==> src/rtl/assert_macros.svh <==
// Assertion macros shared by the descriptor checker RTL.
`ifndef ASSERT_MACROS_SVH
`define ASSERT_MACROS_SVH

// Consequent must hold in the same cycle as the antecedent.
`define ASSERT_IMPLY(lbl, clk, rstn, ante, cons) \
    lbl: assert property (@(posedge clk) disable iff (!rstn) (ante) |-> (cons)) \
        else $error("implication check failed");

// Condition must never be seen outside reset.
`define ASSERT_NEVER(lbl, clk, rstn, bad) \
    lbl: assert property (@(posedge clk) disable iff (!rstn) !(bad)) \
        else $error("forbidden condition seen");

`endif

==> src/rtl/ggtd_pkg.sv <==
// Types and constants for the GEMM gradient tile descriptor checker.
`default_nettype none

package ggtd_pkg;

    localparam int SPAN_CNT   = 3;
    localparam int SPAN_WEIGHT = 0;
    localparam int SPAN_GRAD   = 1;
    localparam int SPAN_RESULT = 2;

    localparam int DIM_W      = 30;  // validated sizes are below 2^30
    localparam int PROD_W     = 2 * DIM_W;
    localparam int ADDR_W     = 25;  // covers any in-range SRAM address
    localparam int RECIP_W    = ADDR_W + 1;
    localparam int MOD_PROD_W = ADDR_W + RECIP_W;
    localparam int ALIGN_W    = 13;
    localparam int FMA_W      = 23;

    localparam logic KIND_FP16 = 1'b0;
    localparam logic KIND_FP32 = 1'b1;
    localparam logic [SPAN_CNT-1:0] KIND_WANT = {KIND_FP32, KIND_FP16, KIND_FP16};

    localparam logic [2:0] ST_OK      = 3'd0;
    localparam logic [2:0] ST_SIZE    = 3'd1;
    localparam logic [2:0] ST_WEIGHT  = 3'd2;
    localparam logic [2:0] ST_GRAD    = 3'd3;
    localparam logic [2:0] ST_RESULT  = 3'd4;
    localparam logic [2:0] ST_OVERLAP = 3'd5;

    typedef struct packed {
        logic [31:0]                size_k;
        logic [31:0]                size_m;
        logic [31:0]                size_n;
        logic [SPAN_CNT-1:0][31:0]  addr;
        logic [SPAN_CNT-1:0][31:0]  len;
        logic [SPAN_CNT-1:0]        kind;
    } desc_t;

    typedef struct packed {
        logic                              size_bad;
        logic [SPAN_CNT-1:0]               span_bad;
        logic [DIM_W-1:0]                  k;
        logic [DIM_W-1:0]                  m;
        logic [DIM_W-1:0]                  n;
        logic [SPAN_CNT-1:0][31:0]         addr;
        logic [SPAN_CNT-1:0][31:0]         len;
        logic [SPAN_CNT-1:0][MOD_PROD_W-1:0] mod_prod;
    } screen_t;

    typedef struct packed {
        logic                           size_bad;
        logic [SPAN_CNT-1:0]            span_bad;
        logic [SPAN_CNT-1:0][ADDR_W-1:0] addr_lo;
        logic [SPAN_CNT-1:0][ADDR_W-1:0] qd;
        logic [SPAN_CNT-1:0][31:0]      len;
        logic [PROD_W-1:0]              mn;
        logic [PROD_W-1:0]              kn;
        logic [PROD_W-1:0]              km;
        logic [FMA_W-1:0]               k_lo;
        logic                           overlap;
    } mult_t;

    typedef struct packed {
        logic [2:0]  status;
        logic [16:0] weight_read_bytes;
        logic [16:0] grad_read_bytes;
        logic [17:0] rmw_bytes;
        logic [22:0] fma_count;
        logic [23:0] flop_count;
        logic [14:0] vector_ops;
    } res_t;

endpackage

`default_nettype wire

==> src/rtl/ggtd_screen.sv <==
// Stage 1: size limits, per-span type/length/fit checks, alignment reciprocal product.
`default_nettype none

module ggtd_screen #(
    parameter int SRAM_BYTES = 65536,
    parameter int DIM_LIMIT  = 1073741823,
    parameter int SPAN_ALIGN = 16
) (
    input  wire logic            aclk,
    input  wire logic            aresetn,
    input  wire logic            in_valid,
    output logic                 in_ready,
    input  wire ggtd_pkg::desc_t in_desc,
    output logic                 out_valid,
    input  wire logic            out_ready,
    output ggtd_pkg::screen_t    out_data
);

    localparam logic [31:0] SRAM_C = 32'(SRAM_BYTES);
    localparam logic [31:0] DIM_C  = 32'(DIM_LIMIT);
    localparam logic [ggtd_pkg::RECIP_W-1:0] RECIP =
        ggtd_pkg::RECIP_W'((64'd1 << ggtd_pkg::ADDR_W) / SPAN_ALIGN);

    logic              valid_reg, valid_next;
    ggtd_pkg::screen_t data_reg, data_next;
    ggtd_pkg::screen_t calc;

    always_comb begin
        calc.size_bad = (in_desc.size_k == 32'd0) || (in_desc.size_m == 32'd0) ||
                        (in_desc.size_n == 32'd0) || (in_desc.size_k > DIM_C) ||
                        (in_desc.size_m > DIM_C) || (in_desc.size_n > DIM_C);
        calc.k    = in_desc.size_k[ggtd_pkg::DIM_W-1:0];
        calc.m    = in_desc.size_m[ggtd_pkg::DIM_W-1:0];
        calc.n    = in_desc.size_n[ggtd_pkg::DIM_W-1:0];
        calc.addr = in_desc.addr;
        calc.len  = in_desc.len;
        for (int i = 0; i < ggtd_pkg::SPAN_CNT; i++) begin
            // SRAM_C - addr may wrap, but only when addr > SRAM_C already fails
            calc.span_bad[i] = (in_desc.kind[i] != ggtd_pkg::KIND_WANT[i]) ||
                               (in_desc.len[i] == 32'd0) ||
                               (in_desc.addr[i] > SRAM_C) ||
                               (in_desc.len[i] > (SRAM_C - in_desc.addr[i]));
            // quotient estimate for addr mod SPAN_ALIGN, corrected two stages on
            calc.mod_prod[i] =
                ggtd_pkg::MOD_PROD_W'(in_desc.addr[i][ggtd_pkg::ADDR_W-1:0]) *
                ggtd_pkg::MOD_PROD_W'(RECIP);
        end
    end

    assign in_ready  = !valid_reg || out_ready;
    assign out_valid = valid_reg;
    assign out_data  = data_reg;

    always_comb begin
        valid_next = in_ready ? in_valid : valid_reg;
        data_next  = (in_valid && in_ready) ? calc : data_reg;
    end

    always_ff @(posedge aclk) begin
        if (!aresetn) begin
            valid_reg <= 1'b0;
        end else begin
            valid_reg <= valid_next;
        end
    end

    always_ff @(posedge aclk) begin
        data_reg <= data_next;
    end

endmodule

`default_nettype wire

==> config.mk <==
export PLATFORM = sky130hd
export DESIGN_NAME = ggtd_screen
export DESIGN_NICKNAME = d
export VERILOG_FILES = /design/src/rtl/assert_macros.svh /design/src/rtl/ggtd_pkg.sv /design/src/rtl/ggtd_screen.sv
export SDC_FILE = /design/constraint.sdc
export NUM_CORES = 1
export LEC_CHECK = 0
export BUFFER_PORTS_ARGS = -buffer_cell sky130_fd_sc_hd__buf_2
export CAP_MARGIN = 20
export CORE_AREA = 3 3 282 284
export DETAILED_ROUTE_END_ITERATION = 16
export DIE_AREA = 0 0 285 287
export SETUP_SLACK_MARGIN = 0.15
export SYNTH_ARGS = -nofsm -noshare
export SYNTH_HDL_FRONTEND = slang
export SYNTH_SLANG_ARGS = --single-unit
==> constraint.sdc <==
create_clock -name aclk -period 27 [get_ports aclk]
set_input_delay 5.4 -clock aclk [delete_from_list [all_inputs] [get_ports aclk]]
set_output_delay 5.4 -clock aclk [all_outputs]
set_load 0.05 [all_outputs]
# Word-level counts from Yosys, hierarchy flattened
# Cells that the tools add are included.
# Widths: inputs -> output; s select.
[word_totals]
register_bits = 362
wordCells = 51
mem_count = 0
latch_bits = 0
mem_bits_rw = 0
romBits = 0
in_bits = 295
[op_classes]
n_mux = 0
n_eq_ne = 0
div_mod_pow = 0
multipliers = 0
n_addsub = 3
n_reduce_logical = 23
bitwise = 1
shift = 0
order_cmp = 9
[ops]
columns = ["operator", "count"]
rows = [
  ["$logic_not 32->1", 6],
  ["$gt 32x17->1 const B", 3],
  ["$gt 32x30->1 const B", 3],
  ["$gt 32x32->1", 3],
  ["$sub 17x32->32 const A", 3],
  ["$logic_or 1x1->1", 15],
  ["$logic_and 1x1->1", 1],
  ["$logic_not 1->1", 1],
  ["$not 1->1", 1],
]

# Depth between registers and ports, before layout
[depth]
ltp_word = 6
mapped_depth = 14

# Least setup slack after synthesis
# OpenSTA, ideal clock, no wires.
[synth_timing]
path_type = "input port to flip-flop"
startpoint = "input port out_ready"
endpoint = "register data_reg (netlist bit out_data[153]) (enable)"
path_slack_ns = 13.916
arrival_time_ns = 12.402
path_stages = 2
path_buffers = 0
path_cell_list = "nand2b_1 -> and2_1"
[synth_between]
elab_chain_cells = 2
[synth_lines]
columns = ["element", "line_no", "text"]
rows = [
  ["start: declaration", "ggtd_screen.sv:15", "input wire logic out_ready,"],
  ["$logic_or 1x1->1", "ggtd_screen.sv:50", "assign in_ready = !valid_reg || out_ready;"],
  ["$logic_and 1x1->1", "ggtd_screen.sv:56", "data_next = (in_valid && in_ready) ? calc : data_reg;"],
  ["end signal: assignment", "ggtd_screen.sv:68", "data_reg <= data_next;"],
  ["end: declaration", "ggtd_screen.sv:25", "ggtd_pkg::screen_t data_reg, data_next;"],
]
# Every way passes these cells.
# A chain may end at the register's enable or synchronous reset.

# Worst setup path in the final report
[layout_timing]
startpoint = "input port out_ready"
endpoint = "output port in_ready"
[layout_between]
elab_chain_cells = 1
[layout_lines]
columns = ["element", "line_no", "text"]
rows = [
  ["$logic_or 1x1->1", "ggtd_screen.sv:50", ""],
  ["end: declaration", "ggtd_screen.sv:12", "output logic in_ready,"],
]
# Every way passes these cells.

==> results.sh <==
export IMPL_clock_sinks=287
export IMPL_peakVddDrop_v=0.0000453
export IMPL_final_setup_skew_ns=0.0119
export IMPL_share_clk_of_total_power_pct=34.8
export IMPL_slew_violations=0
export IMPL_fmax_ghz=0.0887
export IMPL_starting_utilization_of_the_core_area_pct=18.2
export IMPL_fin_crit_ns=11.27
export IMPL_via_per_inst=3.91
export IMPL_postRouteWirelength_um=47600
export IMPL_outcome="completed"
export IMPL_drt_antenna_violating_nets=0
export IMPL_hp_class="register to register"
export IMPL_pwr_share_seq_pct=43.4
export IMPL_total_clock_buffers_created_by_cts=31
export IMPL_worstPathRequired_ns=21.60
export IMPL_slew_limit_headroom_pct=31.6
export IMPL_seq_total_area_yosys_pct=61.1
export IMPL_largest_stage_delay_worst_path_ns=0.22
export IMPL_io_pin_count=736
export IMPL_drt_initial_violations=660
export IMPL_mappedNetlistArea_um2=14100
export IMPL_final_hold_viol_count=0
export IMPL_via_count_of_the_first_global_routing_pass=9904
export IMPL_totalNegativeSetupSlack_ns=0
export IMPL_finalWeightedCongestion=0.844
export IMPL_vias=10600
export IMPL_power_frac_comb_pct=21.8
export IMPL_setup_violations=0
export IMPL_die_width_um=285
export IMPL_place_hpwl_um=39200
export IMPL_p_per_area_nw_per_um2=65.0
export IMPL_clock_tree_htree_level_count=1
export IMPL_ys_async_sr_fraction_pct=0
export IMPL_coreArea_um2=77300
export IMPL_design_die_area_um2=81800
export IMPL_netlist_cell_type_count=53
export IMPL_cp_cell_sequence="buf_2 > nand2b_1 > buf_2"
export IMPL_holdWs_ns=0.547
export IMPL_grt_first_pass_wirelength_um=65500
export IMPL_worst_ep_arrival_time_ns=5.87
export IMPL_grt_antenna_before_repair=7
export IMPL_die_h_um=287
export IMPL_grt_start_max_net_pins=79
export IMPL_period_share_pct=41.7
export IMPL_worst_slack_ns=15.73
export IMPL_layout_cells_sized_above_1_pct=43.4
export IMPL_worst_path_class_setup="primary input to primary output"
export IMPL_cts_post_setup_buffers_inserted=0
export IMPL_worst_path_max_fanout=3
export IMPL_power_internal_uw=828
export IMPL_sw_frac_of_total_pct=32.4
export IMPL_synth_flop_cell="sky130_fd_sc_hd__edfxtp_1"
export IMPL_synthCells=1023
export IMPL_globalRouteOverflowTotal=0
export IMPL_detailedRoute_firstPassIterationCount=7
export IMPL_leakage_nw=7.88
export IMPL_areaGrowthSynthToFinish_pct=33.8
export IMPL_layout_cells_most_common_list="sky130_fd_sc_hd__buf_2 (657), sky130_fd_sc_hd__edfxtp_1 (286), sky130_fd_sc_hd__ha_1 (99)"
export IMPL_layout_nets=2031
export IMPL_tightest_slew_ns=1.03
export IMPL_clkTransAtPathRegs_ns=0.06
export IMPL_grt_setup_unrepaired="no"
export IMPL_syn_area_per_cell_um2=13.8
export IMPL_post_cts_resize_count=0
export IMPL_yosys_warnings=0
export IMPL_critical_path_slowest_cell="sky130_fd_sc_hd__buf_2"
export IMPL_p_sw_uw=397
export IMPL_yosys_register_bits=287
export IMPL_drcViolationCount=0
export IMPL_critPathCaptureType="primary output"
export IMPL_n_fill_cell=8166
export IMPL_clkLatencyLatePin_ns=0.58
export IMPL_timing_critical_path_mode_cell="sky130_fd_sc_hd__buf_2"
export IMPL_portBuffers=657
export IMPL_pre_cts_ws_ns=15.73
export IMPL_layout_commonest_cell="sky130_fd_sc_hd__buf_2"
export IMPL_tritoncts="built"
export IMPL_global_route_usage_total_pct=10.7
export IMPL_clock_path_buffers=3
export IMPL_synth_edff_count=286
export IMPL_fp_row_count=102
export IMPL_ctsRootBufferMaster="sky130_fd_sc_hd__clkbuf_16"
export IMPL_hold_buffers=0
export IMPL_timing_critical_path_from_type="primary input"
export IMPL_drv_max_cap_violation_count=0
export IMPL_wire_per_inst_um=17.6
==> synth_stat cells (3+ instances only) <==
| cell | n | area (um2) |
|---|---|---|
| sky130_fd_sc_hd__nand2b_1 | 3 | 18.8 |
| sky130_fd_sc_hd__or3_1 | 13 | 81.3 |
| sky130_fd_sc_hd__xnor2_1 | 37 | 324 |
| sky130_fd_sc_hd__nor4_1 | 59 | 369 |
| sky130_fd_sc_hd__a21o_1 | 15 | 113 |
| sky130_fd_sc_hd__nor3_1 | 22 | 110 |
| sky130_fd_sc_hd__o21ai_1 | 5 | 25.0 |
| sky130_fd_sc_hd__nand4b_1 | 6 | 52.6 |
| sky130_fd_sc_hd__nor4_2 | 5 | 62.6 |
| sky130_fd_sc_hd__o21a_1 | 4 | 30.0 |
| sky130_fd_sc_hd__a21oi_1 | 36 | 180 |
| sky130_fd_sc_hd__buf_4 | 153 | 1150 |
| sky130_fd_sc_hd__edfxtp_1 | 286 | 8590 |
| sky130_fd_sc_hd__o211ai_1 | 5 | 37.5 |
| sky130_fd_sc_hd__nand4_1 | 26 | 163 |
| sky130_fd_sc_hd__nand3_1 | 24 | 120 |
| sky130_fd_sc_hd__nor2_1 | 46 | 173 |
| sky130_fd_sc_hd__o21ai_0 | 8 | 40.0 |
| sky130_fd_sc_hd__nand2_1 | 36 | 135 |
| sky130_fd_sc_hd__nor2b_1 | 10 | 62.6 |
| sky130_fd_sc_hd__o31ai_1 | 4 | 30.0 |
| sky130_fd_sc_hd__nand3b_1 | 4 | 30.0 |
| sky130_fd_sc_hd__or4_1 | 10 | 75.1 |
| sky130_fd_sc_hd__a2111oi_0 | 3 | 26.3 |
| sky130_fd_sc_hd__ha_1 | 99 | 1240 |
| sky130_fd_sc_hd__and4_1 | 8 | 70.1 |
| sky130_fd_sc_hd__inv_1 | 15 | 56.3 |
| sky130_fd_sc_hd__a221o_1 | 4 | 40.0 |
| sky130_fd_sc_hd__xor2_1 | 43 | 377 |
==> worst max-delay path: cells and delay by family <==
kind / cells / cell delay [ns]
buf+inv: 2 / 0.31
simple gates: 1 / 0.16
==> path summary, 6_finish.rpt <==
| path | start | slack [ns] | depth (start not counted) | to |
|---|---|---|---|---|
| setup / recovery | out_ready | 15.73 | 3 | in_ready |
| hold / removal | out_valid | 0.55 | 2 | out_valid |
| setup reg to reg | out_valid | 24.07 | 4 | out_data[410] |
| hold reg to reg | out_valid | 0.55 | 2 | out_valid |
==> power by group through the flow <==
stage          Sequential, mW  Combinational (mW)  Clock [mW]
2_1_floorplan           0.634               0.109           0
3_3_place_gp            0.541               0.267           0
3_5_place_dp            0.541               0.267           0
4_1_cts                 0.532               0.268       0.443
5_1_grt                 0.534               0.281       0.456
6_report                0.532               0.267       0.426
==> layout make-up <==
cell class	count	area [um2]	area share, %
diodes	2	5.00	0.0265
clock buffers	35	791	4.19
clock inverters	23	223	1.18
inverters	15	56.3	0.299
multi-input cells	640	4540	24.1
flip-flops and latches	287	8610	45.7
well taps	1040	1300	6.90
repair buffers	662	3330	17.6
==> flip-flops by register name, summed over array words and instances (netlist names) <==
signal / count
out_valid: 1
out_data: 286
==> metal layers <==
metal / share of wire [%] / global-route usage, % / vias to the layer above
li1: - / - / 4946
met5: 0.11 / 0 / -
met4: 2.4 / 3.11 / 6
met3: 9.1 / 2.78 / 59
met1: 40 / 13.0 / 4994
met2: 49 / 18.5 / 574
==> logic make-up after synthesis <==
kind of cell / share of synthesized area, %
adder cells (fa/ha/maj): 8.79
AO/OA/AOI/OAI: 4.56
XOR/XNOR: 4.97
AND/OR/NAND/NOR: 11.8
other: 0.0266
flip-flops: 61.1
buffers and inverters: 8.76
==> per-stage QoR <==
step / power (mW) / area [um2] / utilization (%) / std cells
global placement: 0.807 / 17800 / 23.1 / 2644
CTS: 1.24 / 18800 / 24.4 / 2702
global route: 1.27 / 18800 / 24.4 / 2702
detailed placement: 0.808 / 17800 / 23.1 / 2644
floorplan: 0.743 / 14400 / - / 1100
finish: 1.22 / 18900 / 24.4 / 2704
No activity file was read; power rests on OpenSTA's default activity.
