## src/rtl/assert_macros.svh

```systemverilog
// Assertion macros shared by the descriptor checker RTL.
`ifndef ASSERT_MACROS_SVH
`define ASSERT_MACROS_SVH

// Consequent must hold in the same cycle as the antecedent.
`define ASSERT_IMPLY(lbl, clk, rstn, ante, cons) \
    lbl: assert property (@(posedge clk) disable iff (!rstn) (ante) |-> (cons)) \
        else $error("implication check failed");

// Condition must never be seen outside reset.
`define ASSERT_NEVER(lbl, clk, rstn, bad) \
    lbl: assert property (@(posedge clk) disable iff (!rstn) !(bad)) \
        else $error("forbidden condition seen");

`endif

```

## src/rtl/ggtd_pkg.sv

```systemverilog
// Types and constants for the GEMM gradient tile descriptor checker.
`default_nettype none

package ggtd_pkg;

    localparam int SPAN_CNT   = 3;
    localparam int SPAN_WEIGHT = 0;
    localparam int SPAN_GRAD   = 1;
    localparam int SPAN_RESULT = 2;

    localparam int DIM_W      = 30;  // validated sizes are below 2^30
    localparam int PROD_W     = 2 * DIM_W;
    localparam int ADDR_W     = 25;  // covers any in-range SRAM address
    localparam int RECIP_W    = ADDR_W + 1;
    localparam int MOD_PROD_W = ADDR_W + RECIP_W;
    localparam int ALIGN_W    = 13;
    localparam int FMA_W      = 23;

    localparam logic KIND_FP16 = 1'b0;
    localparam logic KIND_FP32 = 1'b1;
    localparam logic [SPAN_CNT-1:0] KIND_WANT = {KIND_FP32, KIND_FP16, KIND_FP16};

    localparam logic [2:0] ST_OK      = 3'd0;
    localparam logic [2:0] ST_SIZE    = 3'd1;
    localparam logic [2:0] ST_WEIGHT  = 3'd2;
    localparam logic [2:0] ST_GRAD    = 3'd3;
    localparam logic [2:0] ST_RESULT  = 3'd4;
    localparam logic [2:0] ST_OVERLAP = 3'd5;

    typedef struct packed {
        logic [31:0]                size_k;
        logic [31:0]                size_m;
        logic [31:0]                size_n;
        logic [SPAN_CNT-1:0][31:0]  addr;
        logic [SPAN_CNT-1:0][31:0]  len;
        logic [SPAN_CNT-1:0]        kind;
    } desc_t;

    typedef struct packed {
        logic                              size_bad;
        logic [SPAN_CNT-1:0]               span_bad;
        logic [DIM_W-1:0]                  k;
        logic [DIM_W-1:0]                  m;
        logic [DIM_W-1:0]                  n;
        logic [SPAN_CNT-1:0][31:0]         addr;
        logic [SPAN_CNT-1:0][31:0]         len;
        logic [SPAN_CNT-1:0][MOD_PROD_W-1:0] mod_prod;
    } screen_t;

    typedef struct packed {
        logic                           size_bad;
        logic [SPAN_CNT-1:0]            span_bad;
        logic [SPAN_CNT-1:0][ADDR_W-1:0] addr_lo;
        logic [SPAN_CNT-1:0][ADDR_W-1:0] qd;
        logic [SPAN_CNT-1:0][31:0]      len;
        logic [PROD_W-1:0]              mn;
        logic [PROD_W-1:0]              kn;
        logic [PROD_W-1:0]              km;
        logic [FMA_W-1:0]               k_lo;
        logic                           overlap;
    } mult_t;

    typedef struct packed {
        logic [2:0]  status;
        logic [16:0] weight_read_bytes;
        logic [16:0] grad_read_bytes;
        logic [17:0] rmw_bytes;
        logic [22:0] fma_count;
        logic [23:0] flop_count;
        logic [14:0] vector_ops;
    } res_t;

endpackage

`default_nettype wire

```

## src/rtl/ggtd_judge.sv

```systemverilog
// Stage 3: length match, alignment remainder, status priority and result counts.
`default_nettype none

module ggtd_judge #(
    parameter int SPAN_ALIGN = 16
) (
    input  wire logic            aclk,
    input  wire logic            aresetn,
    input  wire logic            in_valid,
    output logic                 in_ready,
    input  wire ggtd_pkg::mult_t in_data,
    output logic                 out_valid,
    input  wire logic            out_ready,
    output ggtd_pkg::res_t       out_data
);

    localparam logic [ggtd_pkg::ADDR_W-1:0] ALIGN_C = ggtd_pkg::ADDR_W'(SPAN_ALIGN);

    logic                       valid_reg, valid_next;
    ggtd_pkg::res_t             data_reg, data_next;
    ggtd_pkg::res_t             calc;
    logic [ggtd_pkg::SPAN_CNT-1:0] len_ok;
    logic [ggtd_pkg::SPAN_CNT-1:0] aligned;
    logic [ggtd_pkg::SPAN_CNT-1:0] bad;
    logic [ggtd_pkg::ADDR_W-1:0]   rem [ggtd_pkg::SPAN_CNT];
    logic [ggtd_pkg::FMA_W-1:0]    fma;
    logic                          ok;

    always_comb begin
        len_ok[ggtd_pkg::SPAN_WEIGHT] = (in_data.mn[ggtd_pkg::PROD_W-1:31] == '0) &&
            ({in_data.mn[30:0], 1'b0} == in_data.len[ggtd_pkg::SPAN_WEIGHT]);
        len_ok[ggtd_pkg::SPAN_GRAD] = (in_data.kn[ggtd_pkg::PROD_W-1:31] == '0) &&
            ({in_data.kn[30:0], 1'b0} == in_data.len[ggtd_pkg::SPAN_GRAD]);
        len_ok[ggtd_pkg::SPAN_RESULT] = (in_data.km[ggtd_pkg::PROD_W-1:30] == '0) &&
            ({in_data.km[29:0], 2'b00} == in_data.len[ggtd_pkg::SPAN_RESULT]);
        for (int i = 0; i < ggtd_pkg::SPAN_CNT; i++) begin
            // quotient may be one short: remainder lands in [0, 2*align)
            rem[i]     = in_data.addr_lo[i] - in_data.qd[i];
            aligned[i] = (rem[i] == '0) || (rem[i] == ALIGN_C);
            bad[i]     = in_data.span_bad[i] || !len_ok[i] || !aligned[i];
        end

        if (in_data.size_bad) begin
            calc.status = ggtd_pkg::ST_SIZE;
        end else if (bad[ggtd_pkg::SPAN_WEIGHT]) begin
            calc.status = ggtd_pkg::ST_WEIGHT;
        end else if (bad[ggtd_pkg::SPAN_GRAD]) begin
            calc.status = ggtd_pkg::ST_GRAD;
        end else if (bad[ggtd_pkg::SPAN_RESULT]) begin
            calc.status = ggtd_pkg::ST_RESULT;
        end else if (in_data.overlap) begin
            calc.status = ggtd_pkg::ST_OVERLAP;
        end else begin
            calc.status = ggtd_pkg::ST_OK;
        end
        ok = (calc.status == ggtd_pkg::ST_OK);

        // only the low bits of K*M*N survive the output masks
        fma = in_data.k_lo * in_data.mn[ggtd_pkg::FMA_W-1:0];

        calc.weight_read_bytes = ok ? {in_data.mn[15:0], 1'b0} : '0;
        calc.grad_read_bytes   = ok ? {in_data.kn[15:0], 1'b0} : '0;
        calc.rmw_bytes         = ok ? {in_data.km[14:0], 3'b000} : '0;
        calc.fma_count         = ok ? fma : '0;
        calc.flop_count        = ok ? {fma, 1'b0} : '0;
        calc.vector_ops        = ok ? in_data.km[14:0] : '0;
    end

    assign in_ready  = !valid_reg || out_ready;
    assign out_valid = valid_reg;
    assign out_data  = data_reg;

    always_comb begin
        valid_next = in_ready ? in_valid : valid_reg;
        data_next  = (in_valid && in_ready) ? calc : data_reg;
    end

    always_ff @(posedge aclk) begin
        if (!aresetn) begin
            valid_reg <= 1'b0;
        end else begin
            valid_reg <= valid_next;
        end
    end

    always_ff @(posedge aclk) begin
        data_reg <= data_next;
    end

endmodule

`default_nettype wire

```

## config.mk

```make
export PLATFORM = sky130hd
export DESIGN_NAME = ggtd_judge
export DESIGN_NICKNAME = d
export VERILOG_FILES = /design/src/rtl/assert_macros.svh /design/src/rtl/ggtd_pkg.sv /design/src/rtl/ggtd_judge.sv
export SDC_FILE = /design/constraint.sdc
export NUM_CORES = 1
export LEC_CHECK = 0
export BUFFER_PORTS_ARGS = -buffer_cell sky130_fd_sc_hd__buf_2
export CORE_AREA = 2 2 225 227
export DETAILED_ROUTE_END_ITERATION = 8
export DIE_AREA = 0 0 227 229
export HOLD_SLACK_MARGIN = 0.15
export PLACE_DENSITY = 0.58
export SYNTH_ARGS = -nofsm -noshare
export SYNTH_HDL_FRONTEND = slang
export SYNTH_SLANG_ARGS = --single-unit
export TNS_END_PERCENT = 30
```

## constraint.sdc

```tcl
create_clock -name aclk -period 18.04 [get_ports aclk]
set_input_delay 2.706 -clock aclk [delete_from_list [all_inputs] [get_ports aclk]]
set_output_delay 2.706 -clock aclk [all_outputs]
set_load 0.005 [all_outputs]
```

; Word level (Yosys, flattened, before mapping)
; Cells that the tools add are included.
[op_classes]
n_addsub = 3
multipliers = 1
n_eq_ne = 6
mux = 5
reduce_logical = 28
[op_table]
columns = operator, n
row1 = $eq 32x32->1, 3
row2 = $eq 25x5->1 const B, 3
row3 = $logic_not 25->1, 3
row4 = $sub 25x25->25, 3
row5 = $logic_not 29->1, 2
row6 = $logic_not 30->1, 1
row7 = $mul 23x23->23, 1
row8 = $mux 3, 5
row9 = $logic_or 1x1->1, 10
row10 = $logic_not 1->1, 7
row11 = $logic_and 1x1->1, 4
row12 = $logic_not 3->1, 1
[word_totals]
ff_bits = 80
input_bits = 458
output_inout_bits = 119
word_cells = 53

; Longest topological paths before layout
[logic_depth]
word_depth = 10
depth_mapped = 25

; Worst setup path before layout
; OpenSTA, ideal clock, no wires.
[synth_path]
kind = input -> register
startpoint = in in_data[148] (netlist name)
endpoint = reg data_reg (netlist bit out_data[37]) (data pin)
setup_time_ps = 257
arrival_time_ps = 8326
required_ps = 17783
path_slack_ps = 9457
stages = 23
n_path_buf = 2
cell_sequence = clkbuf_1 clkbuf_1 nand2_1 fa_1 fa_1 fa_1 inv_1 ha_1 fa_1 fa_1 inv_1 fa_1 inv_1 ha_1 and2_1 o21ai_0 o31a_1 a21o_1 o21ai_0 and2_1 o41ai_1 xor2_1 nor2_1
[synth_between]
elab_chain_len = 8
word_cells_on_any_way = 9
cone_classes = mul (1) / eq/ne (1) / mux (2) / reduce/logical (5)
[synth_rtl]
columns = element, line_no
row1 = "start, declared", ggtd_judge.sv:11  ; input wire ggtd_pkg::mult_t in_data,
row2 = branches (longest 8 deep; another with $mul 23x23->23), --
row3 = "end signal, assigned", ggtd_judge.sv:87  ; data_reg <= data_next;
row4 = "end, declared", ggtd_judge.sv:20  ; ggtd_pkg::res_t data_reg, data_next;
; Parallel ways; which one is timed is not known.
; A chain may end at the register's enable or synchronous reset.

; Worst setup path after layout
[layout_path]
startpoint = in in_data[146] (netlist name)
endpoint = reg data_reg (netlist bit out_data[37]) (data pin)
; The elaborated chain is that of the path after synthesis.

==> impl_metrics.csv <==
group,metric,value,unit
min_path,hold-path-endpoint,"out_valid",
grt,grt_pass1_wl,95.75,mm
die,row_count,82,
clocking,clock_sinks,74,
cells_and_area,drive_gt1_share,25.11,%
synth,ys_ff_latch,74,
clocking,cts_buffers,9,
routing,via_per_inst,5.075,
sta,fmax,116.9,MHz
synth,synth.avg_cell_area,8.565,µm²
routing,ant_nets,0,
worst_setup_path,cp_top_family,"adder cells",
worst_setup_path,cp-end-kind,"register",
placement,post-dp-hpwl,53.50,mm
synth,synth-edff-count,73,
power,power_density,136.2,nW/µm²
min_path,min_from,"out_valid",
placement,globalplace.congestion,0.9590,
worst_setup_path,cp_slowest_stage_delay,0.58,ns
sta,finalHoldViolations,0,
synth,synthesis.area,16500,µm²
synth,synth_xor_area_share,8.495,%
clocking,h-tree-depth,3,
sta,tns,0,ns
worst_setup_path,crit_required,18.16,ns
worst_setup_path,crit_type,"input pin to register",
min_path,holdPathStages,2,
routing,wl_per_cell,20.75,µm
clocking,postCtsSetupRepairBufs,0,
worst_setup_path,crit_top_cell,"fa_1",
synth,muxShareOfSynthArea,0.4323,%
worst_setup_path,crit_chain,"buf_2 > nand2_1 > fa_1 > fa_1 > fa_1 > inv_1 > ha_1 > inv_1 > fa_1 > fa_1 > inv_1 > fa_1 > ha_1 > or3_1 > o21ai_0 > o31a_1 > a21o_1 > o21ai_0 > and2_1 > o41ai_1 > xor2_1 > nor2_1",
synth,synthArstFlopShare,0,%
sta,worstMarginPinSlew,1.073,ns
clocking,clock_latency,0.38,ns
grt,antenna_found_initial,20,
placement,io_buffer_count,570,
routing,drt_first_pass_iters,8,
synth,yosys.area_share.simple,20.69,%
worst_setup_path,ff2ff_path_depth,3,
clocking,cts_tree,"yes",
power,power,2.718,mW
synth,yosysSeqAreaShare,13.41,%
worst_setup_path,arrival,8.67,ns
sta,period_share,47.42,%
synth,synth_cell_type_count,77,
cells_and_area,n_fill_cell,5124,
synth,ys_warn_count,0,
worst_setup_path,crit_slowest_cell,"fa_1",
clocking,clockBufferDepth,2,
status,outcome,"completed",
sta,max-slew-margin-rel,28.50,%
cells_and_area,fin_nets,3208,
cells_and_area,seqCellArea,2212,µm²
synth,synth_compound_area_share,10.79,%
min_path,hold_path.class,"register to register",
worst_setup_path,crit_buf_inv,4,
die,die_y,229,µm
die,core_area,49660,µm²
routing,drc,0,
grt,grt_overflow,0,
sta,skew,0.01194,ns
routing,drt_iter0_markers,883,
power,p_leak,9.690,nW
job,maxCapViolCount,0,
grt,grt_max_degree,53,
worst_setup_path,r2r_end,"out_data[109]",
clocking,hold_buffers,0,
sta,maxSlewViolCount,0,
grt,grtUsageTotal,24.71,%
synth,synthAdderAreaFrac,34.98,%
grt,grt_pass1_vias,16528,
worst_setup_path,r2r_slack,16.13,ns
worst_setup_path,startpoint_type,"input pin",
die,die-area,51980,µm²
cells_and_area,area_growth,21.01,%
sta,rsz0062_at_grt,"false",
routing,vias,15728,
sta,finalCriticalPeriod,8.555,ns
synth,netlist_instances,1926,
cells_and_area,mostFrequentLayoutCells,"buf_2 (570), inv_1 (325), nand2_1 (195)",
clocking,post_cts_resized,0,
routing,wirelength,64.31,mm
worst_setup_path,reg2reg_from,"out_valid",
die,io_pins,577,
cells_and_area,multiInputGateArea,12460,µm²
synth,synth_ff_type,"edfxtp_1",
synth,synth_top_family_by_area,"adder cells",
clocking,cts_root_buffer,"clkbuf_16",
die,start_util,33.22,%
sta,setup_violations,0,
die,fp.dieW,227,µm
clocking,cts.clk_slew.worst_paths,0.07,ns
power,ir_worst_vdd,0.3223,mV
cells_and_area,layout_commonest_cell,"buf_2",
worst_setup_path,crit_fanout,23,
synthesized netlist by cell type (all sizes together) (3+ instances only):
| master | count | share of area (%) |
|---|---|---|
| a2111o | 3 | 0.20 |
| a2111oi | 7 | 0.41 |
| a211oi | 17 | 0.77 |
| a21boi | 3 | 0.14 |
| a21o | 24 | 1.1 |
| a21oi | 57 | 1.7 |
| a221oi | 3 | 0.16 |
| and2 | 178 | 6.8 |
| and3 | 5 | 0.19 |
| and4 | 5 | 0.27 |
| buf | 51 | 2.4 |
| clkbuf | 59 | 1.3 |
| edfxtp | 73 | 13 |
| fa | 192 | 23 |
| ha | 154 | 12 |
| inv | 326 | 7.4 |
| mux2i | 6 | 0.36 |
| nand2 | 195 | 4.4 |
| nand2b | 13 | 0.49 |
| nand3 | 22 | 0.67 |
| nand4 | 37 | 1.4 |
| nor2 | 59 | 1.3 |
| nor2b | 12 | 0.46 |
| nor3 | 25 | 0.76 |
| nor3b | 3 | 0.14 |
| nor4 | 41 | 1.6 |
| nor4b | 13 | 0.73 |
| o2111ai | 14 | 0.74 |
| o211ai | 11 | 0.50 |
| o21a | 20 | 0.91 |
| o21ai | 54 | 1.6 |
| o21bai | 7 | 0.32 |
| o221ai | 4 | 0.21 |
| o22ai | 3 | 0.11 |
| o31a | 5 | 0.27 |
| o31ai | 5 | 0.23 |
| o41ai | 5 | 0.27 |
| or2 | 4 | 0.15 |
| or3 | 11 | 0.42 |
| or3b | 4 | 0.21 |
| or4 | 6 | 0.27 |
| xnor2 | 121 | 6.4 |
| xor2 | 39 | 2.1 |
flip-flops by register name (all words and copies together) (netlist names):
| register | cells |
|---|---|
| out_data | 73 |
| out_valid | 1 |
how the worst max path moves through the flow:
stage	cells past startpoint	startpoint	endpoint
global placement	22	in_data[146]	out_data[37]
finish	22	in_data[146]	out_data[37]
floorplan	23	in_data[148]	out_data[37]
detailed placement	22	in_data[146]	out_data[37]
CTS	22	in_data[146]	out_data[37]
global route	22	in_data[146]	out_data[37]
power by group:
group	internal [mW]	total, mW	switching, mW	leakage, nW
registers	0.197	0.202	0.00486	0.731
clock network	0.110	0.202	0.0919	0.147
logic	0.989	2.31	1.32	8.81
cell type report:
| class | count | area share [%] |
|---|---|---|
| clock inverter | 7 | 0.4262 |
| clock buffer | 9 | 1.128 |
| tap | 672 | 4.212 |
| timing repair buffer | 572 | 14.37 |
| antenna | 18 | 0.2256 |
| multi-input combinational | 1421 | 62.43 |
| inverter | 326 | 6.130 |
| sequential | 74 | 11.08 |
worst reg2reg max path, cell delays in order (launching register included):
cell      delay, ns
dfxtp_1        0.31
nand2b_1       0.10
and2_4         0.44
buf_4          0.64
cell families after synthesis:
kind of cell / count (synthesis)
simple gates: 640
buf+inv: 436
fa+ha+maj: 346
compound gates: 262
xor+xnor: 160
flops: 74
mux: 7
other cells: 1
metrics by stage:
step / util, % / hold slack, ns / cells / setup WS, ns / area, µm²
final: 40.20 / 0.5453 / 3099 / 9.485 / 19960
after detailed placement: 39.48 / 0.5383 / 3065 / 9.098 / 19610
after global placement: 39.48 / 0.5189 / 3065 / 9.208 / 19610
after CTS: 40.11 / 0.5513 / 3081 / 9.515 / 19920
after global routing: 40.19 / 0.6002 / 3098 / 9.030 / 19960
after floorplan: - / 0.5366 / 1931 / 9.457 / 16510
routing by layer:
metal	global-route usage (%)	share of wire, %
met3	4.054	5.4
met2	44.86	51
met1	27.00	38
met5	0	0.058
met4	14.05	5.5
No activity file was read; power rests on OpenSTA's default activity.
